$ cat config.mk
export PLATFORM = sky130hd
export DESIGN_NAME = n_queens_nth_solution_unit
export DESIGN_NICKNAME = d
export VERILOG_FILES = /design/src/nqns_pkg.sv /design/src/n_queens_nth_solution_unit.sv /design/src/nqns_ctrl.sv /design/src/nqns_datapath.sv
export VERILOG_INCLUDE_DIRS = /design/src /design/src/src
export SDC_FILE = /design/constraint.sdc
export NUM_CORES = 1
export LEC_CHECK = 0
export ABC_AREA = 1
export BUFFER_PORTS_ARGS = -buffer_cell sky130_fd_sc_hd__buf_2
export CORE_ASPECT_RATIO = 0.7
export CORE_MARGIN = 2
export CORE_UTILIZATION = 65
export CTS_BUF_LIST = sky130_fd_sc_hd__clkbuf_8
export CTS_CLUSTER_SIZE = 25
export DETAILED_ROUTE_END_ITERATION = 8
export PLACE_DENSITY = 0.84
export SYNTH_ARGS = -nofsm -noshare
export SYNTH_HDL_FRONTEND = slang
export SYNTH_HIERARCHICAL = 1
export SYNTH_SLANG_ARGS = --single-unit
$ cat constraint.sdc
create_clock -name clk -period 14.5 [get_ports clk]
set_clock_uncertainty 0.15 [all_clocks]
set_input_delay 2.9 -clock clk [delete_from_list [all_inputs] [get_ports clk]]
set_output_delay 2.9 -clock clk [all_outputs]
set_load 0.03 [all_outputs]
$ cat src/n_queens_nth_solution_unit_assert.svh
// Assertion macros for the n-queens nth-solution unit.
// Used by the RTL files that carry concurrent checks; expects clk and rst_n in scope.
`ifndef N_QUEENS_NTH_SOLUTION_UNIT_ASSERT_SVH
`define N_QUEENS_NTH_SOLUTION_UNIT_ASSERT_SVH
`ifndef SYNTHESIS
`define NQNS_ASSERT_IMP(lbl, ante, cons) \
  lbl: assert property (@(posedge clk) disable iff (!rst_n) (ante) |-> (cons)) \
    else $error("nqns assertion failed");
`define NQNS_ASSERT_NXT(lbl, ante, cons) \
  lbl: assert property (@(posedge clk) disable iff (!rst_n) (ante) |=> (cons)) \
    else $error("nqns assertion failed");
`else
`define NQNS_ASSERT_IMP(lbl, ante, cons)
`define NQNS_ASSERT_NXT(lbl, ante, cons)
`endif
`endif

$ cat src/nqns_pkg.sv
// Package for the n-queens nth-solution unit: sizes, controller states and the
// command and status structures between controller and datapath. No dependencies.
`timescale 1ns / 1ps
`default_nettype none
package nqns_pkg;

  localparam int BOARD_SIZE = 8;
  localparam int MAX_ROWS   = 9;
  localparam int ROW_W      = 4;
  localparam int COL_W      = 4;
  localparam int ADDR_W     = 4;
  localparam int QIDX_W     = 9;
  localparam int CODE_W     = 30;

  typedef enum logic [2:0] {
    S_IDLE,
    S_INC,
    S_CHECK,
    S_LOAD,
    S_ENC,
    S_FINISH
  } state_t;

  typedef struct packed {
    logic start;
    logic inc;
    logic check;
    logic place;
    logic load;
    logic enc;
    logic out_load;
  } ctl_cmd_t;

  typedef struct packed {
    logic in_zero;
    logic col_over;
    logic row_is_one;
    logic chk_fail;
    logic chk_pass;
    logic sol_hit;
    logic enc_done;
    logic out_free;
  } dp_status_t;

endpackage
`default_nettype wire

$ cat src/n_queens_nth_solution_unit.sv
// Top level of the n-queens nth-solution unit.
// Depends on nqns_pkg, nqns_ctrl and nqns_datapath.
//
//   Channel  Ports                                   Direction  Handshake
//   in       in_query_index                          input      in_valid / in_ready
//   out      out_solution_code, out_found            output     out_valid / out_ready
//
// One query is searched at a time; in_ready is high only while the unit is idle.
// A candidate column is checked against the earlier rows, which are read one per
// cycle from the single read port of the column store; a backtrack reads the previous
// row's column back from the store, and a found solution is encoded column by column.
// Reset clears the controller and the output valid flag; the column store needs no clearing.
// A finished result waits in the output register while out_ready is low.
`timescale 1ns / 1ps
`default_nettype none
module n_queens_nth_solution_unit (
  input  wire logic                        clk,
  input  wire logic                        rst_n,
  input  wire logic                        in_valid,
  output logic                             in_ready,
  input  wire logic [nqns_pkg::QIDX_W-1:0] in_query_index,
  output logic                             out_valid,
  input  wire logic                        out_ready,
  output logic [nqns_pkg::CODE_W-1:0]      out_solution_code,
  output logic                             out_found
);
  import nqns_pkg::*;

  ctl_cmd_t   cmd;
  dp_status_t status;

  nqns_ctrl u_ctrl (
    .clk      (clk),
    .rst_n    (rst_n),
    .in_valid (in_valid),
    .in_ready (in_ready),
    .status   (status),
    .cmd      (cmd)
  );

  nqns_datapath u_datapath (
    .clk               (clk),
    .rst_n             (rst_n),
    .cmd               (cmd),
    .status            (status),
    .in_query_index    (in_query_index),
    .out_valid         (out_valid),
    .out_ready         (out_ready),
    .out_solution_code (out_solution_code),
    .out_found         (out_found)
  );

endmodule
`default_nettype wire

$ cat src/nqns_ctrl.sv
// Controller state machine of the n-queens nth-solution unit.
// Depends on nqns_pkg; drives commands to nqns_datapath and reads its status.
`timescale 1ns / 1ps
`default_nettype none
module nqns_ctrl (
  input  wire logic                clk,
  input  wire logic                rst_n,
  input  wire logic                in_valid,
  output logic                     in_ready,
  input  wire nqns_pkg::dp_status_t status,
  output nqns_pkg::ctl_cmd_t       cmd
);
  import nqns_pkg::*;

  state_t state_r;
  state_t state_nxt;

  always_ff @(posedge clk) begin
    if (!rst_n) begin
      state_r <= S_IDLE;
    end else begin
      state_r <= state_nxt;
    end
  end

  always_comb begin
    state_nxt = state_r;
    case (state_r)
      S_IDLE: begin
        if (in_valid) begin
          state_nxt = status.in_zero ? S_FINISH : S_INC;
        end
      end
      S_INC: begin
        if (!status.col_over) begin
          state_nxt = S_CHECK;
        end else if (status.row_is_one) begin
          state_nxt = S_FINISH;
        end else begin
          state_nxt = S_LOAD;
        end
      end
      S_CHECK: begin
        if (status.chk_fail) begin
          state_nxt = S_INC;
        end else if (status.chk_pass) begin
          state_nxt = status.sol_hit ? S_ENC : S_INC;
        end
      end
      S_LOAD: begin
        state_nxt = S_INC;
      end
      S_ENC: begin
        if (status.enc_done) begin
          state_nxt = S_FINISH;
        end
      end
      S_FINISH: begin
        if (status.out_free) begin
          state_nxt = S_IDLE;
        end
      end
      default: begin
        state_nxt = S_IDLE;
      end
    endcase
  end

  always_comb begin
    cmd          = '0;
    in_ready     = 1'b0;
    case (state_r)
      S_IDLE: begin
        in_ready  = 1'b1;
        cmd.start = in_valid;
      end
      S_INC: begin
        cmd.inc = 1'b1;
      end
      S_CHECK: begin
        cmd.check = 1'b1;
        cmd.place = status.chk_pass && !status.chk_fail;
      end
      S_LOAD: begin
        cmd.load = 1'b1;
      end
      S_ENC: begin
        cmd.enc = 1'b1;
      end
      S_FINISH: begin
        cmd.out_load = status.out_free;
      end
      default: begin
        cmd = '0;
      end
    endcase
  end

endmodule
`default_nettype wire

$ cat src/nqns_datapath.sv
// Datapath of the n-queens nth-solution unit: row and column registers, the
// column store, the diagonal check, the decimal encoder and the result register.
// Depends on nqns_pkg and the assertion macros header.
`timescale 1ns / 1ps
`default_nettype none
`include "n_queens_nth_solution_unit_assert.svh"
module nqns_datapath (
  input  wire logic                        clk,
  input  wire logic                        rst_n,
  input  wire nqns_pkg::ctl_cmd_t          cmd,
  output nqns_pkg::dp_status_t             status,
  input  wire logic [nqns_pkg::QIDX_W-1:0] in_query_index,
  output logic                             out_valid,
  input  wire logic                        out_ready,
  output logic [nqns_pkg::CODE_W-1:0]      out_solution_code,
  output logic                             out_found
);
  import nqns_pkg::*;

  logic [COL_W-1:0]  qcol_mem [MAX_ROWS];
  logic [COL_W-1:0]  rd_r;
  logic [ROW_W-1:0]  row_r;
  logic [ROW_W-1:0]  row_nxt;
  logic [COL_W-1:0]  col_r;
  logic [COL_W-1:0]  col_nxt;
  logic [ROW_W-1:0]  j_r;
  logic [ROW_W-1:0]  j_nxt;
  logic [ROW_W-1:0]  dist_r;
  logic [ROW_W-1:0]  dist_nxt;
  logic              pend_r;
  logic              pend_nxt;
  logic [ROW_W-1:0]  k_r;
  logic [ROW_W-1:0]  k_nxt;
  logic              epend_r;
  logic              epend_nxt;
  logic [QIDX_W-1:0] want_r;
  logic [QIDX_W-1:0] cnt_r;
  logic [QIDX_W-1:0] cnt_nxt;
  logic [QIDX_W-1:0] cnt_inc;
  logic [CODE_W-1:0] code_r;
  logic [CODE_W-1:0] code_nxt;
  logic              hit_r;
  logic              hit_nxt;
  logic              out_valid_r;
  logic [CODE_W-1:0] out_code_r;
  logic              out_found_r;
  logic [COL_W:0]    col_inc;
  logic              col_over;
  logic [COL_W-1:0]  diff;
  logic              bad;
  logic              chk_issue;
  logic              enc_issue;
  logic              rd_en;
  logic [ADDR_W-1:0] rd_addr;
  logic              last_row;
  logic              sol_hit;

  assign col_inc  = {1'b0, col_r} + (COL_W + 1)'(1);
  assign col_over = col_inc > (COL_W + 1)'(BOARD_SIZE);
  assign diff     = (col_r >= rd_r) ? (col_r - rd_r) : (rd_r - col_r);
  assign bad      = pend_r && ((diff == '0) || (diff == dist_r));
  assign chk_issue = j_r < row_r;
  assign enc_issue = k_r < ROW_W'(BOARD_SIZE);
  assign cnt_inc  = cnt_r + QIDX_W'(1);
  assign last_row = row_r == ROW_W'(BOARD_SIZE);
  assign sol_hit  = last_row && (cnt_inc == want_r);

  always_comb begin
    rd_en   = 1'b0;
    rd_addr = '0;
    if (cmd.inc && col_over && (row_r != ROW_W'(1))) begin
      rd_en   = 1'b1;
      rd_addr = ADDR_W'(row_r - ROW_W'(2));
    end else if (cmd.check && chk_issue) begin
      rd_en   = 1'b1;
      rd_addr = ADDR_W'(j_r - ROW_W'(1));
    end else if (cmd.enc && enc_issue) begin
      rd_en   = 1'b1;
      rd_addr = ADDR_W'(k_r);
    end
  end

  always_ff @(posedge clk) begin
    if (cmd.place) begin
      qcol_mem[ADDR_W'(row_r - ROW_W'(1))] <= col_r;
    end
    if (rd_en) begin
      rd_r <= qcol_mem[rd_addr];
    end
  end

  always_comb begin
    row_nxt   = row_r;
    col_nxt   = col_r;
    j_nxt     = j_r;
    dist_nxt  = dist_r;
    pend_nxt  = pend_r;
    k_nxt     = k_r;
    epend_nxt = epend_r;
    cnt_nxt   = cnt_r;
    code_nxt  = code_r;
    hit_nxt   = hit_r;
    if (cmd.start) begin
      row_nxt  = ROW_W'(1);
      col_nxt  = '0;
      cnt_nxt  = '0;
      code_nxt = '0;
      hit_nxt  = 1'b0;
    end
    if (cmd.inc) begin
      if (col_over) begin
        row_nxt = row_r - ROW_W'(1);
      end else begin
        col_nxt  = col_inc[COL_W-1:0];
        j_nxt    = ROW_W'(1);
        pend_nxt = 1'b0;
      end
    end
    if (cmd.load) begin
      col_nxt = rd_r;
    end
    if (cmd.check) begin
      pend_nxt = chk_issue;
      if (chk_issue) begin
        dist_nxt = row_r - j_r;
        j_nxt    = j_r + ROW_W'(1);
      end
    end
    if (cmd.place) begin
      k_nxt     = '0;
      epend_nxt = 1'b0;
      if (last_row) begin
        cnt_nxt = cnt_inc;
        hit_nxt = sol_hit;
      end else begin
        row_nxt = row_r + ROW_W'(1);
        col_nxt = '0;
      end
    end
    if (cmd.enc) begin
      epend_nxt = enc_issue;
      if (enc_issue) begin
        k_nxt = k_r + ROW_W'(1);
      end
      if (epend_r) begin
        code_nxt = (code_r << 3) + (code_r << 1) + CODE_W'(rd_r);
      end
    end
  end

  always_ff @(posedge clk) begin
    if (!rst_n) begin
      row_r       <= '0;
      col_r       <= '0;
      j_r         <= '0;
      pend_r      <= 1'b0;
      k_r         <= '0;
      epend_r     <= 1'b0;
      hit_r       <= 1'b0;
      out_valid_r <= 1'b0;
    end else begin
      row_r   <= row_nxt;
      col_r   <= col_nxt;
      j_r     <= j_nxt;
      pend_r  <= pend_nxt;
      k_r     <= k_nxt;
      epend_r <= epend_nxt;
      hit_r   <= hit_nxt;
      if (cmd.out_load) begin
        out_valid_r <= 1'b1;
      end else if (out_ready) begin
        out_valid_r <= 1'b0;
      end
    end
  end

  always_ff @(posedge clk) begin
    dist_r <= dist_nxt;
    cnt_r  <= cnt_nxt;
    code_r <= code_nxt;
    if (cmd.start) begin
      want_r <= in_query_index;
    end
    if (cmd.out_load) begin
      out_code_r  <= hit_r ? code_r : '0;
      out_found_r <= hit_r;
    end
  end

  always_comb begin
    status.in_zero    = in_query_index == '0;
    status.col_over   = col_over;
    status.row_is_one = row_r == ROW_W'(1);
    status.chk_fail   = bad;
    status.chk_pass   = !bad && (j_r == row_r);
    status.sol_hit    = sol_hit;
    status.enc_done   = epend_r && (k_r == ROW_W'(BOARD_SIZE));
    status.out_free   = !out_valid_r || out_ready;
  end

  assign out_valid         = out_valid_r;
  assign out_solution_code = out_code_r;
  assign out_found         = out_found_r;

  `NQNS_ASSERT_IMP(a_row_range, 1'b1, row_r <= ROW_W'(BOARD_SIZE))
  `NQNS_ASSERT_IMP(a_col_range, 1'b1, col_r <= COL_W'(BOARD_SIZE))
  `NQNS_ASSERT_IMP(a_miss_zero, out_valid_r && !out_found_r, out_solution_code == '0)
  `NQNS_ASSERT_IMP(a_place_clean, cmd.place, !pend_r || !bad)
  `NQNS_ASSERT_NXT(a_hit_sticks, cmd.place && sol_hit, hit_r)

endmodule
`default_nettype wire
==> metrics.md <==
| Metric | Value |
|---|---|
| Rows | `35` |
| CP cell instances | `buf_2 > inv_1 > nor2_1 > inv_1 > nand2_1 > inv_1 > a22o_1` |
| Dpl cells | `1,274` |
| Crit path buffers/inverters | `4` |
| Vias in the first global route | `6,847` |
| ANT nets after route | `0` |
| Largest family of logic cells by synthesized area | `simple AND/OR/NAND/NOR gates` |
| Unique masters post-synth | `50` |
| CP top delay family | `simple AND/OR/NAND/NOR gates` |
| H-tree levels | `4` |
| Hold Crit Class | `reg -> reg` |
| Yosys warnings | `6` |
| Int Power | `653 uW` |
| Fillers | `1,039` |
| P_leak | `4.48 nW` |
| Register area share after synthesis | `42.5%` |
| Max VDD drop | `between 0.00009 and 0.0001 V` |
| Hold_ws | `307 ps` |
| Initial Util | `66.9%` |
| CP Data Arrival Time | `5080 ps` |
| CTS Buf Count | `17` |
| Setup bufs post-CTS | `0` |
| Clk sinks | `146` |
| CTS tree | `yes` |
| Status | `finished, final reports clean` |
| PwrDens | `about 100 mW/mm^2` |
| NetSw | `348 uW` |
| Reg power frac | `48.4%` |
| Core area | `0.0132 sq mm` |
| Final WS setup | `9620 ps` |
| Max FO, Critical Path | `13` |
| Final Hold Vio Count | `0` |
| Initial DRC count | `840` |
| Post-CTS Hold Buffers | `0` |
| Wire per inst | `15.8 microns` |
| Inserted Diodes | `0` |
| Slew @ Worst Pin | `about 1300 ps` |
| Total iterations of the first detailed-routing run | `5` |
| Net Count, Synth | `1,158` |
| GRT Total Usage | `between 20% and 30%` |
| Global-route wire length before repair | `33.6 mm` |
| Simple-gate share of the synthesized area | `24.1%` |
| Clock Latency Late Sink | `450 ps` |
| Max Cap Viol | `0` |
| Crit path required time | `14,700 ps` |
| Die area | `0.0146 sq mm` |
| Nature of the critical path endpoint | `flip-flop` |
| RSZ-0062 raised after global routing | `false` |
| Residual DRC count | `0` |
| Chip Width | `143 microns` |
| Non-filler instance count after layout | `1,306` |
| Synth Area per Inst | `8.37 sq um` |
| Count of nets after finishing | `1,208` |
| Relative slew margins | `13.7%` |
| Post-Synth XOR/XNOR Area | `3.36%` |
| Number of port buffers | `45` |
| Mux cell area share after synthesis | `0%` |
| Pin count of the biggest net entering global routing | `33` |
| EDFF count, synth | `between 80 and 90` |
| Combinational share of power | `between 20% and 30%` |
| Post-route cell area | `approximately 0.0096 sq mm` |
| Io pins | `46` |
| Compound-Gate Fraction of Synth Area | `9.84%` |
| Final Util | `72.5%` |
| Most frequent cells in the layout | `nand2_1 (247), inv_1 (140), nand3_1 (87)` |
| DP Worst Slack | `about 9200 ps` |
| Vias | `7,376` |
| Final Wtd Congestion | `around 0.95` |
| Placement Cell Area | `0.00924 sq mm` |
| Final setup vio count | `0` |
| Clock share of power | `between 20% and 30%` |
| Total negative slack | `0 ps` |
| Asr flop ratio synth | `0%` |
| Startpoint types | `input pin` |
| Die Ht | `around 100 microns` |
| CP most frequent cell | `inv_1` |
| Area Growth Syn to Fin | `8.35%` |
| Final HPWL DP | `15.1 mm` |
| Switching Share | `34.8%` |
| Vias per Instance | `5.65` |
| Clock transition at path regs | `90 ps` |
| Post-CTS Resized | `0` |
| Initial antenna violation count | `0` |
| Pwr Total | `roughly 1 mW` |
| CTS root buffer | `clkbuf_8` |
| CP max-delay cell | `nor2_1` |
| Clock Tree Buf Depth | `2` |
| Synth Flop Type | `edfxtp_1` |
| Slowest stage delay, CP | `970 ps` |
| Commonest non-fill, non-tap cell in the layout | `nand2_1` |
| Layout cell share with drive strength beyond 1 | `10.3%` |
| Kind of critical path | `in -> reg` |
| Slew Viols, Final | `0` |
| Adder-cell share of the synthesized area | `12.7%` |
| Syn Std Cell Area | `0.00885 sq mm` |
| Grt ovf | `0` |
| Fin crit period | `4880 ps` |
| #FFs+latches synth | `146` |
| Max Freq | `about 210 MHz` |
| Syn Inst Count | `1,058` |
| Tcrit/Tclk final | `33.6%` |
| Final WL | `20.7 mm` |
synthesized netlist by cell type (3+ instances only):
cell	number	area share, %
o2111ai_1	3	0.30
a21o_1	3	0.25
o21bai_1	4	0.34
edfxtp_1	84	28
nand3_1	87	4.9
nand4_1	9	0.64
a22o_1	3	0.30
nor2_1	58	2.5
nor2_2	5	0.35
fa_1	5	1.1
nor3_1	14	0.79
o21ai_0	58	3.3
or2_2	3	0.21
clkbuf_1	9	0.38
clkinv_1	3	0.13
a21boi_0	4	0.34
buf_4	3	0.25
nand2_2	7	0.49
inv_2	7	0.30
nand3b_1	20	1.7
dfxtp_1	62	14
nand2_4	4	0.51
nand2_1	247	10
ha_1	82	12
a31oi_1	5	0.35
o22ai_1	5	0.35
inv_1	139	5.9
xor2_1	14	1.4
a21oi_1	58	3.3
nor4_1	7	0.49
a311oi_1	3	0.30
xnor2_1	20	2.0
power groups by stage:
| stage | clock (mW) | combinational, mW | sequential, mW |
|---|---|---|---|
| global placement | 0 | 0.208 | 0.492 |
| detailed placement | 0 | 0.215 | 0.492 |
| CTS | 0.296 | 0.219 | 0.483 |
| finish | 0.292 | 0.225 | 0.484 |
| floorplan | 0 | 0.168 | 0.484 |
| global route | 0.312 | 0.249 | 0.486 |
state kept, by name (all words and copies together), names as in the netlist:
register	cells
u_ctrl/state_r	3
u_datapath/cnt_r	9
u_datapath/code_r	30
u_datapath/col_r	4
u_datapath/dist_r	4
u_datapath/epend_r	1
u_datapath/hit_r	1
u_datapath/j_r	4
u_datapath/k_r	4
u_datapath/out_found	1
u_datapath/out_solution_code	30
u_datapath/out_valid	1
u_datapath/pend_r	1
u_datapath/qcol_mem	36
u_datapath/rd_r	4
u_datapath/row_r	4
u_datapath/want_r	9
logic make-up (layout without fill, tap and decap cells):
group / Yosys count / count (layout)
xor+xnor: 34 / 34
flops: 146 / 146
fa+ha+maj: 87 / 87
buf+inv: 167 / 230
compound gates: 155 / 155
simple gates: 469 / 469
worst reg2reg max path, stage by stage, from the launching register on:
cell	delay [ps]
dfxtp_1	510
inv_1	200
ha_1	180
inv_1	70
fa_1	410
nand2_1	110
nand3_1	80
a21oi_1	260
inv_1	120
o21ai_0	120
nand2_1	100
nand2_1	70
nand2_1	50
nand3_1	90
nand2_1	60
a21oi_1	190
nand2_1	80
nor2_1	250
clkinv_1	370
nor2_1	350
inv_1	210
nand2_1	200
inv_1	150
a22o_1	200
final timing paths:
path / start / to / slack [ps] / depth (start not counted)
min reg2reg: u_datapath/code_r[29]$_DFF_P_ / u_datapath/code_r[29]$_DFF_P_ / 310 / 2
min: u_datapath/code_r[29]$_DFF_P_ / u_datapath/code_r[29]$_DFF_P_ / 310 / 2
max reg2reg: u_datapath/col_r[0]$_SDFF_PN0_ / u_datapath/cnt_r[1]$_DFF_P_ / 9820 / 23
max: in_valid / u_datapath/cnt_r[1]$_DFF_P_ / 9620 / 7
routing by layer:
metal	vias up	GRT usage [%]	wire, microns
met1	3369	44.7	9960
met5	-	0	0
met3	29	7.66	2020
met4	0	7.62	258
li1	3652	-	-
met2	326	43.0	8430
area by class of cell:
cell class | count | area (sq um) | area share (%)
clock buffers | 17 | 234 | 2.44
clock inverters | 15 | 120 | 1.25
inverters | 150 | 566 | 5.90
multi-input cells | 745 | 4430 | 46.2
flip-flops and latches | 146 | 3760 | 39.2
well taps | 185 | 231 | 2.41
repair buffers | 48 | 248 | 2.58
(Power assumes the default switching activity.)
